File: src/hdl/cdas_pkg.sv
// Shared types, constants and the month-length table for the date add/subtract block.
// No dependencies; every other file in hdl/ imports this package.
package cdas_pkg;

    localparam int COUNT_WIDTH = 20;  // bits of the day count that take part in the walk
    localparam int YEAR_W      = 14;
    localparam int CENT_W      = 8;   // year / 100, at most 163
    localparam int YIC_W       = 7;   // year % 100

    localparam logic [YEAR_W-1:0] YEAR_MAX = YEAR_W'(9999);
    localparam logic [YIC_W-1:0]  YIC_LAST = YIC_W'(99);
    localparam logic [6:0]        YEARS_PER_CENT = 7'd100;

    // year / 100 == (year * RECIP) >> RECIP_SHIFT for every 14-bit year
    localparam int RECIP_W     = 13;
    localparam int RECIP_SHIFT = 19;
    localparam logic [RECIP_W-1:0] RECIP = RECIP_W'(5243);
    localparam int PROD_W      = YEAR_W + RECIP_W;

    localparam logic [3:0] MONTH_JAN = 4'd1;
    localparam logic [3:0] MONTH_FEB = 4'd2;
    localparam logic [3:0] MONTH_DEC = 4'd12;

    typedef enum logic [1:0] {
        ST_OK       = 2'd0,
        ST_BAD_DATE = 2'd1,
        ST_RANGE    = 2'd2
    } t_status;

    typedef enum logic [2:0] {
        S_IDLE,
        S_DIV,
        S_SPLIT,
        S_CHECK,
        S_WALK,
        S_RELOAD,
        S_DONE
    } t_state;

    typedef struct packed {
        logic              mode;
        logic [4:0]        day_in;
        logic [3:0]        month_in;
        logic [YEAR_W-1:0] year_in;
        logic [19:0]       day_count;
    } t_item;

    typedef struct packed {
        logic [4:0]        day_out;
        logic [3:0]        month_out;
        logic [YEAR_W-1:0] year_out;
        t_status           status;
    } t_result;

    // Last day of a month; 0 for a month code outside 1..12.
    function automatic logic [4:0] month_last_day(input logic [3:0] month, input logic leap);
        logic [4:0] len;
        case (month)
            4'd1, 4'd3, 4'd5, 4'd7, 4'd8, 4'd10, 4'd12: len = 5'd31;
            4'd4, 4'd6, 4'd9, 4'd11:                    len = 5'd30;
            MONTH_FEB:                                  len = leap ? 5'd29 : 5'd28;
            default:                                    len = 5'd0;
        endcase
        return len;
    endfunction

endpackage

File: src/hdl/calendar_date_add_subtract.sv
// Top level: Gregorian date plus/minus a day count, walked one month per step.
// Depends on cdas_pkg and cdas_month_len.
//
//  channel   ports                      handshake
//  -------   -------------------------  ----------------------------------------
//  item in   start, i_item (t_item)     taken at the edge where start & !busy
//  result    o_done, o_result (t_result) one-cycle strobe, no backpressure
//
// Steps: setup (reciprocal multiply, year split, date check), then a walk step per
// month crossed when adding, or a step and a reload of the new month's length per
// month crossed when subtracting, a step for a final partial month, one that finds
// the count spent, and the result state. An invalid date goes from the check straight
// to the result state. The shared subtract/compare on the day count sets the pace.
// Reset returns the sequencer to idle; busy stays high from acceptance until the
// result strobe, and the result cannot be stalled.
module calendar_date_add_subtract (
    input  logic                i_clk,
    input  logic                i_rst_n,
    input  logic                start,
    input  cdas_pkg::t_item     i_item,
    output logic                busy,
    output logic                o_done,
    output cdas_pkg::t_result   o_result
);
    import cdas_pkg::*;

    t_state r_state, n_state;

    t_item                  r_item;
    logic [COUNT_WIDTH-1:0] r_num,   n_num;
    logic [4:0]             r_day,   n_day;
    logic [3:0]             r_month, n_month;
    logic [YEAR_W-1:0]      r_year,  n_year;
    logic [CENT_W-1:0]      r_cent,  n_cent;
    logic [YIC_W-1:0]       r_yic,   n_yic;
    logic [PROD_W-1:0]      r_prod;
    t_status                r_status, n_status;

    logic [4:0]             w_last;
    logic [5:0]             w_opnd;
    logic [COUNT_WIDTH:0]   w_diff;
    logic                   w_take;
    logic                   w_valid;
    logic                   w_year_zero;
    logic [CENT_W-1:0]      w_q;

    cdas_month_len u_mlen (
        .i_month (r_month),
        .i_cent  (r_cent),
        .i_yic   (r_yic),
        .o_last  (w_last)
    );

    // Shared step unit: the day count against the days to the month boundary.
    // Add: boundary is last-d+1 days ahead. Subtract: d days back to the previous month.
    assign w_opnd = r_item.mode ? {1'b0, r_day}
                                : ({1'b0, w_last} - {1'b0, r_day} + 6'd1);
    assign w_diff = {1'b0, r_num} - (COUNT_WIDTH+1)'(w_opnd);
    assign w_take = ~w_diff[COUNT_WIDTH];

    assign w_valid = (r_month >= MONTH_JAN) && (r_month <= MONTH_DEC)
                  && (r_day != 5'd0) && (r_day <= w_last);
    assign w_year_zero = (r_cent == '0) && (r_yic == '0);
    assign w_q = r_prod[RECIP_SHIFT +: CENT_W];

    // next state
    always_comb begin
        n_state = r_state;
        case (r_state)
            S_IDLE:   if (start) n_state = S_DIV;
            S_DIV:    n_state = S_SPLIT;
            S_SPLIT:  n_state = S_CHECK;
            S_CHECK:  n_state = w_valid ? S_WALK : S_DONE;
            S_WALK: begin
                if (r_num == '0) begin
                    n_state = S_DONE;
                end else if (!r_item.mode) begin
                    if (r_year > YEAR_MAX) n_state = S_DONE;
                end else if (w_take) begin
                    if (r_month == MONTH_JAN && w_year_zero) n_state = S_DONE;
                    else n_state = S_RELOAD;
                end
            end
            S_RELOAD: n_state = S_WALK;
            S_DONE:   n_state = S_IDLE;
            default:  n_state = S_IDLE;
        endcase
    end

    // datapath next values
    always_comb begin
        n_num    = r_num;
        n_day    = r_day;
        n_month  = r_month;
        n_year   = r_year;
        n_cent   = r_cent;
        n_yic    = r_yic;
        n_status = r_status;
        case (r_state)
            S_IDLE: begin
                n_num    = COUNT_WIDTH'(i_item.day_count);
                n_day    = i_item.day_in;
                n_month  = i_item.month_in;
                n_year   = i_item.year_in;
                n_status = ST_OK;
            end
            S_SPLIT: begin
                n_cent = w_q;
                n_yic  = YIC_W'(r_year - YEAR_W'(w_q) * YEAR_W'(YEARS_PER_CENT));
            end
            S_CHECK: begin
                if (!w_valid) n_status = ST_BAD_DATE;
            end
            S_WALK: begin
                if (r_num == '0 || (!r_item.mode && r_year > YEAR_MAX)) begin
                    n_status = (r_year > YEAR_MAX) ? ST_RANGE : ST_OK;
                end else if (!r_item.mode) begin
                    if (w_take) begin
                        n_num = w_diff[COUNT_WIDTH-1:0];
                        n_day = 5'd1;
                        if (r_month == MONTH_DEC) begin
                            n_month = MONTH_JAN;
                            n_year  = r_year + YEAR_W'(1);
                            if (r_yic == YIC_LAST) begin
                                n_yic  = '0;
                                n_cent = r_cent + CENT_W'(1);
                            end else begin
                                n_yic = r_yic + YIC_W'(1);
                            end
                        end else begin
                            n_month = r_month + 4'd1;
                        end
                    end else begin
                        n_day = r_day + r_num[4:0];
                        n_num = '0;
                    end
                end else begin
                    if (w_take) begin
                        n_num = w_diff[COUNT_WIDTH-1:0];
                        if (r_month == MONTH_JAN) begin
                            n_month = MONTH_DEC;
                            if (w_year_zero) begin
                                // walked below year 0
                                n_status = ST_RANGE;
                            end else begin
                                n_year = r_year - YEAR_W'(1);
                                if (r_yic == '0) begin
                                    n_yic  = YIC_LAST;
                                    n_cent = r_cent - CENT_W'(1);
                                end else begin
                                    n_yic = r_yic - YIC_W'(1);
                                end
                            end
                        end else begin
                            n_month = r_month - 4'd1;
                        end
                    end else begin
                        n_day = r_day - r_num[4:0];
                        n_num = '0;
                    end
                end
            end
            S_RELOAD: n_day = w_last;
            default: ;
        endcase
    end

    always_ff @(posedge i_clk) begin
        if (!i_rst_n) begin
            r_state <= S_IDLE;
        end else begin
            r_state <= n_state;
        end
    end

    always_ff @(posedge i_clk) begin
        if (r_state == S_IDLE && start) r_item <= i_item;
        r_prod   <= r_year * RECIP;
        r_num    <= n_num;
        r_day    <= n_day;
        r_month  <= n_month;
        r_year   <= n_year;
        r_cent   <= n_cent;
        r_yic    <= n_yic;
        r_status <= n_status;
    end

    // outputs
    always_comb begin
        busy     = (r_state != S_IDLE);
        o_done   = (r_state == S_DONE);
        o_result.status = r_status;
        if (r_status == ST_OK) begin
            o_result.day_out   = r_day;
            o_result.month_out = r_month;
            o_result.year_out  = r_year;
        end else begin
            o_result.day_out   = r_item.day_in;
            o_result.month_out = r_item.month_in;
            o_result.year_out  = r_item.year_in;
        end
    end

    a_walk_day_in_month: assert property (@(posedge i_clk) disable iff (!i_rst_n)
        (r_state == S_WALK) |-> (r_day != 5'd0 && r_day <= w_last))
        else $error("day left its month during the walk");

    a_walk_month_legal: assert property (@(posedge i_clk) disable iff (!i_rst_n)
        (r_state == S_WALK || r_state == S_RELOAD) |->
        (r_month >= MONTH_JAN && r_month <= MONTH_DEC))
        else $error("month out of 1..12 during the walk");

    a_split_consistent: assert property (@(posedge i_clk) disable iff (!i_rst_n)
        (r_state == S_CHECK) |->
        (r_yic < YIC_W'(YEARS_PER_CENT)
         && YEAR_W'(r_cent) * YEAR_W'(YEARS_PER_CENT) + YEAR_W'(r_yic) == r_year))
        else $error("year split into century and remainder is wrong");

    a_ok_result_legal: assert property (@(posedge i_clk) disable iff (!i_rst_n)
        (o_done && o_result.status == ST_OK) |->
        (o_result.month_out >= MONTH_JAN && o_result.month_out <= MONTH_DEC
         && o_result.day_out != 5'd0 && o_result.year_out <= YEAR_MAX))
        else $error("good status with an impossible date");

    a_accept_goes_busy: assert property (@(posedge i_clk) disable iff (!i_rst_n)
        (start && !busy) |=> (busy && !o_done))
        else $error("accepted item did not start the sequencer");

endmodule

File: src/hdl/cdas_month_len.sv
// Month length lookup with the 400/100/4 leap rule on a split year (century, year in century).
// Depends on cdas_pkg.
module cdas_month_len (
    input  logic [3:0]               i_month,
    input  logic [cdas_pkg::CENT_W-1:0] i_cent,
    input  logic [cdas_pkg::YIC_W-1:0]  i_yic,
    output logic [4:0]               o_last
);
    import cdas_pkg::*;

    logic w_leap;

    // century years are leap only when the century number is a multiple of 4
    assign w_leap = (i_yic == '0) ? (i_cent[1:0] == 2'b00) : (i_yic[1:0] == 2'b00);
    assign o_last = month_last_day(i_month, w_leap);

endmodule

File: config.mk
export PLATFORM = sky130hd
export DESIGN_NAME = calendar_date_add_subtract
export DESIGN_NICKNAME = d
export VERILOG_FILES = /design/src/hdl/cdas_pkg.sv /design/src/hdl/calendar_date_add_subtract.sv /design/src/hdl/cdas_month_len.sv
export SDC_FILE = /design/constraint.sdc
export NUM_CORES = 1
export LEC_CHECK = 0
export ABC_AREA = 1
export BUFFER_PORTS_ARGS = -buffer_cell sky130_fd_sc_hd__buf_2
export CAP_MARGIN = 0
export CORE_MARGIN = 10
export CORE_UTILIZATION = 40
export CTS_CLUSTER_DIAMETER = 80
export CTS_CLUSTER_SIZE = 30
export DETAILED_ROUTE_END_ITERATION = 10
export GPL_TIMING_DRIVEN = 0
export HOLD_SLACK_MARGIN = 0.15
export PLACE_DENSITY = 0.68
export SLEW_MARGIN = 40
export SYNTH_ARGS = -nofsm -noshare
export SYNTH_HDL_FRONTEND = slang
export SYNTH_SLANG_ARGS = --single-unit
File: constraint.sdc
create_clock -name i_clk -period 5.3 [get_ports i_clk]
set_input_delay 1.06 -clock i_clk [delete_from_list [all_inputs] [get_ports i_clk]]
set_output_delay 1.06 -clock i_clk [all_outputs]
set_load 0.1 [all_outputs]
Word level (Yosys, flattened, before mapping)
Index checks and enable logic that the tools add are counted.
{ "totals": {"output_inout_bits": 27, "ff_bits": 114, "word_cells": 164, "input_bits": 47} }
{ "op_classes": {"n_mux": 64, "n_lt_le_gt_ge": 4, "n_eq_ne": 35, "addsub": 14, "n_reduce_logical": 32, "n_mul": 2} }
{ "op_table": {"columns": ["operator", "count"], "rows": [
  ["$mux W14", 7],
  ["$mux W8", 9],
  ["$mux W7", 9],
  ["$mux W20", 2],
  ["$pmux W20 S2", 1],
  ["$ne A3 B3 Y1 const B", 10],
  ["$pmux W5 S3", 2],
  ["$pmux W14 S2", 1],
  ["$mul A14 B13 Y27 const B", 1],
  ["$mux W4", 6],
  ["$mux W23", 1],
  ["$sub A20 B6 Y21", 1],
  ["$eq A4 B4 Y1 const B", 5],
  ["$logic_not A20 Y1", 1],
  ["$mux W5", 4],
  ["$mux W2", 9],
  ["$pmux W3 S6", 1],
  ["$reduce_and A6 Y1", 3],
  ["$eq A4 B3 Y1 const B", 4],
  ["$pmux W8 S2", 1],
  ["$mux W3", 5],
  ["$add A14 B1 Y14 const B", 1],
  ["$gt A14 B14 Y1 const B", 1],
  ["$pmux W7 S2", 1],
  ["43 further kinds", 65]
]} }

Logic depth before layout (Yosys ltp)
{ "logic_depth": {"word_depth": 12, "depth_mapped": 26, "depth_no_buf": 26} }

By module
From an unflattened synthesis, not the netlist that was laid out.
{ "hier_totals": {"cells_unflattened": 1432, "area_unflattened_um2": 11192.0} }
{ "by_module_without_submodules": {"columns": ["mod", "instances", "cells_per_inst", "area_per_inst_um2", "seq_area_each_um2"], "rows": [
  ["calendar_date_add_subtract", 1, 1404, 11064.4, 2742.6],
  ["cdas_month_len", 1, 28, 127.6, 0.0]
]} }

Least setup slack after synthesis
OpenSTA, ideal clock, no wires.
{ "synth_path": {"kind": "register to register", "start": "reg r_month[0]", "end": "reg r_year[0] (enable)", "arrival_time_ns": 4.222, "slack_ns": 0.689, "path_stages_with_launch": 23, "n_path_buf": 0, "synth_period_minus_slack_ns": 4.611, "required_ns": 4.910, "setup_time_ns": 0.390, "cell_sequence": "edfxtp_1 -> inv_1 -> ha_1 -> o21ai_0 -> nand3_1 -> nor2_2 -> nand2_1 -> ha_1 -> fa_1 -> nand2_1 -> nand2_1 -> a21oi_1 -> o21ai_0 -> a21o_1 -> ha_1 -> nand2_1 -> inv_1 -> nand2_1 -> nor2_1 -> nand3_1 -> nand3_1 -> nand3_1 -> a21oi_1"} }
{ "synth_via": {"elab_chain_len": 9, "elab_cells_between_ends": 23, "classes_between": "add/sub: 3; eq/ne: 15; mux: 2; reduce/logical: 3"} }
{ "synth_rtl": {"columns": ["element", "line_no", "text"], "rows": [
  ["from (decl)", "calendar_date_add_subtract.sv:32", "logic [3:0] r_month, n_month;"],
  ["from (signal assigned)", "calendar_date_add_subtract.sv:181", "r_month <= n_month;"],
  ["$eq A4 B1 Y1 (tied with other cells)", "cdas_pkg.sv:58, calendar_date_add_subtract.sv:140", null],
  ["$reduce_or A7 Y1 / $reduce_or A4 Y1 (equally long branches)", "cdas_pkg.sv:58", "case (month)"],
  ["$pmux W5 S3", "cdas_pkg.sv:58", null],
  ["$sub A5 B5 Y6", "calendar_date_add_subtract.sv:57", ": ({1'b0, w_last} - {1'b0, r_day} + 6'd1);"],
  ["$add A6 B1 Y6", "calendar_date_add_subtract.sv:57", null],
  ["$mux W6", "calendar_date_add_subtract.sv:56", "assign w_opnd = r_item.mode ? {1'b0, r_day}"],
  ["$sub A20 B6 Y21", "calendar_date_add_subtract.sv:58", "assign w_diff = {1'b0, r_num} - (COUNT_WIDTH+1)'(w_opnd);"],
  ["$ne A2 B2 Y1 (no line)", null, null],
  ["$reduce_and A6 Y1 (no line) (*)", null, null],
  ["to (signal assigned)", "calendar_date_add_subtract.sv:182", "r_year <= n_year;"],
  ["to (decl)", "calendar_date_add_subtract.sv:33", "logic [YEAR_W-1:0] r_year, n_year;"]
]} }
Mark *: on every way between the ends. The rest lies on a longest branch, timed or not.
A chain may end at the register's enable or synchronous reset.

Worst setup path after layout
{ "layout_path": {"start": "reg r_yic[0]", "end": "reg r_yic[2] (enable)"} }
{ "layout_via": {"elab_chain_len": 10, "elab_cells_between_ends": 13, "classes_between": "add/sub: 3; eq/ne: 2; mux: 4; reduce/logical: 4"} }
{ "layout_rtl": {"columns": ["element", "line_no", "text"], "rows": [
  ["from (decl)", "calendar_date_add_subtract.sv:35", "logic [YIC_W-1:0] r_yic, n_yic;"],
  ["from (signal assigned)", "calendar_date_add_subtract.sv:184", "r_yic <= n_yic;"],
  ["$logic_not A7 Y1 / $logic_not A2 Y1 (equally long branches)", "calendar_date_add_subtract.sv:63, cdas_month_len.sv:14", null],
  ["$mux W1", "cdas_month_len.sv:14", "assign w_leap = (i_yic == '0) ? (i_cent[1:0] == 2'b00) : (i_yic[1:0] == 2'b00);"],
  ["$mux W1", "cdas_pkg.sv:61", "MONTH_FEB: len = leap ? 5'd29 : 5'd28;"],
  ["$pmux W5 S3", "cdas_pkg.sv:58", null],
  ["$sub A5 B5 Y6", "calendar_date_add_subtract.sv:57", null],
  ["$add A6 B1 Y6", "calendar_date_add_subtract.sv:57", null],
  ["$mux W6", "calendar_date_add_subtract.sv:56", null],
  ["$sub A20 B6 Y21", "calendar_date_add_subtract.sv:58", null],
  ["$ne A2 B2 Y1 (no line)", null, null],
  ["$reduce_and A6 Y1 (no line) (*)", null, null]
]} }
Marked as above.

==> results.cfg <==
[route]
dr_wl_met2_um = 13900
met3_length_um = 1770
drt-pass1-iter-count = 5
drc = 0
wl_met1_um = 13900
routed_wl_um = 29800
top_layer = met4
ant_nets = 0
viasPerCell = 5.15
vias = 9685
drt_iter0_drc = 631
post_drt_wl_per_cell_um = 15.9

[place]
dp_hpwl_um = 24700
gp_congestion = 0.925
port_buffers = 73

[grt]
grt_pass1_vias = 9423
grt_pass1_wl_um = 48200
overflow = 0
grtUsageTotal_pct = 16.8
antenna_found_initial = 0
grt_max_degree = 21

[synthesis]
synth-warning-count = 0
ys_types = 43
synth_cells = 1415
ys_seq_area_share_pct = 24.7
yosys_register_bits = 95
avgSynthCellArea_um2 = 7.83
synth_area_mm2 = 0.0111
syn_nets = 1694

[clock_network]
cts_hold_buf = 0
cts_root_buffer = clkbuf_16
htreeDepth = 3
clock_path_buffers = 2
cts_tree = done
cts.sinks = 95
numCtsBuffers = 9
clkTransAtPathRegs_ns = 0.07
clk_latency_ns = 0.36

[setup_path]
worst_path_max_delay_cell = edfxtp_1
path_max_fanout = 7
setup.worst_path.end = r_yic[2]$_DFFE_PP_
cp_data_arrival_time_ns = 4.99
critical_path_class = flop to flop
crit_chain = inv_1 > ha_1 > nand2_1 > nor2_2 > o21ai_0 > a31o_2 > ha_1 > ha_1 > fa_1 > nand2_1 > nand2_1 > a21oi_1 > o21ai_0 > a21o_1 > ha_1 > nand2_1 > inv_1 > nand2_1 > nor2_1 > nand3_1 > nand3_1 > nand3_1 > a21oi_2
timing.rr.end = r_yic[2]$_DFFE_PP_
cpPeakStageDelay_ns = 0.42
endpoint_kind = flop
reg2reg_depth = 23
critPathLaunchType = flop
required_ns = 5.31
rr_startpoint = r_yic[0]$_DFFE_PP_
regToRegSetupSlack_ns = 0.32
cpMostUsedCell = nand2_1
worstSetupStartpoint = r_yic[0]$_DFFE_PP_

[cells_and_area]
fill_cells = 2694
antenna_cells = 0
finalNetCount = 1781
syn2layout_area_growth_pct = 11.1
drive_above_1_share_pct = 8.76

[die]
fp.dieArea_mm2 = 0.0348
rows = 60
core_mm2 = 0.0271
floorplan.initialDensity_pct = 40.9
die_y_um = 186
die_w_um = 186
ioPinCount = 74

[sta]
slew_headroom_pct = 43.4
rsz0062_at_grt = false
drv_slew = 0
fmax_mhz = 201
hold_viol = 0
fin_crit_sh_pct = 94.0
finalSetupViolations = 0
tightest_slew_ns = 0.846
finClkSkew_ns = 0.0114
timing.hold.ws_ns = 0.529
min_period_ns = 4.98

[min_path]
hp-class = flop to flop
min_from = r_prod[24]$_DFF_P_

[job]
drv_cap = 0

[outcome]
outcome = finished clean
-- routing by layer --
layer	global-route usage, %	vias to the layer above
li1	-	4779
met1	23.1	4577
met2	27.4	299
met3	2.98	30
met4	2.67	0
met5	0	-
-- worst min path at each step --
stage | to | slack (ns) | cells after the start
after floorplan | r_cent[7]$_DFFE_PP_ | 0.48 | 2
after global placement | r_cent[5]$_DFFE_PP_ | 0.52 | 2
after detailed placement | r_cent[5]$_DFFE_PP_ | 0.51 | 2
after CTS | r_cent[5]$_DFFE_PP_ | 0.53 | 2
after global routing | r_cent[5]$_DFFE_PP_ | 0.55 | 2
final | r_cent[5]$_DFFE_PP_ | 0.53 | 2
-- cells by family (layout without fill, tap and decap cells) --
family	after synthesis	count (layout)	share of synthesized area, %
compound gates	194	194	9.84
xor+xnor	35	35	2.77
buf+inv	269	361	9.27
fa+ha+maj	232	232	30.9
simple gates	589	589	22.4
mux	1	1	0.0903
flops	95	95	24.7
-- timing repair --
action | CTS | global route
gates resized for setup | 0 | 3
hold endpoints to repair | 0 | 0
buffers inserted | 0 | 1
setup endpoints to repair | 0 | 34
-- synthesized netlist by cell type, drive strengths merged --
cell	n	area, um2
nand2	306	1150
inv	248	931
ha	162	2030
nor2	150	608
nand3	86	430
a21oi	85	425
edfxtp	84	2520
fa	70	1400
o21ai	66	353
xnor2	18	158
xor2	17	149
nand4	16	100
nor3	16	80.1
a31oi	12	75.1
clkbuf	11	41.3
dfxtp	11	220
buf	9	51.3
o21bai	9	67.6
nand3b	7	52.6
a21o	6	45.0
o211ai	6	45.0
or2	4	25.0
a21boi	2	15.0
nor3b	2	15.0
a221oi	1	8.76
a31o	1	8.76
and2	1	6.26
clkinv	1	3.75
mux2i	1	10.0
nor4	1	6.26
o2111ai	1	8.76
o21a	1	7.51
o221ai	1	8.76
o22a	1	8.76
o22ai	1	6.26
o31ai	1	7.51
-- cell type report --
class	count	area, um2	area share, %
Inverter	249	935	7.59
Tap cell	372	465	3.78
Multi-Input combinational cell	1051	7340	59.6
Sequential cell	95	2740	22.3
Buffer	20	92.6	0.752
Timing Repair Buffer	76	424	3.44
Clock buffer	11	233	1.89
Clock inverter	5	81.3	0.660
-- state kept, by name (all words and copies together) (netlist names) --
name / cells
r_day: 5
r_num: 20
r_status: 2
r_month: 4
r_year: 14
r_item: 24
r_state: 3
r_prod: 8
r_cent: 8
r_yic: 7
-- cells in the final DEF, fill, tap and decap left out, drive strengths merged --
cell	n
nand4	16
a21o	6
xor2	17
or2	4
nand3	86
nor4	1
clkbuf	22
mux2i	1
buf	85
o21a	1
nor2	150
o21ai	66
o22ai	1
clkinv	3
a31oi	12
a21oi	85
o21bai	9
o31ai	1
a221oi	1
inv	249
nor3b	2
o2111ai	1
edfxtp	84
dfxtp	11
bufinv	2
xnor2	18
ha	162
nor3	16
o211ai	6
a21boi	2
o22a	1
nand2	306
o221ai	1
and2	1
nand3b	7
a31o	1
fa	70
-- per-stage QoR --
stage / setup TNS (ns) / instance area, um2 / util, % / cells / setup slack [ns]
3_5_place_dp: 0 / 12000 / 44.2 / 1862 / 0.213
4_1_cts: 0 / 12300 / 45.3 / 1878 / 0.190
2_1_floorplan: 0 / 11100 / - / 1415 / 0.689
5_1_grt: 0 / 12300 / 45.5 / 1879 / 0.0148
3_3_place_gp: -5.22 / 11900 / 44.0 / 1860 / -0.374
6_report: 0 / 12300 / 45.5 / 1879 / 0.320
-- critical path: cells and delay by family, from the launching register on --
family / cells / cell delay [ns]
AO/OA/AOI/OAI: 6 / 1.41
adder cells (fa/ha/maj): 5 / 1.40
buffers and inverters: 2 / 0.19
flip-flops: 1 / 0.42
AND/OR/NAND/NOR: 10 / 1.23
Power is left out: the tool's default activity adds up to more than one toggle a clock period on the data nets, which glitch-free logic cannot reach.
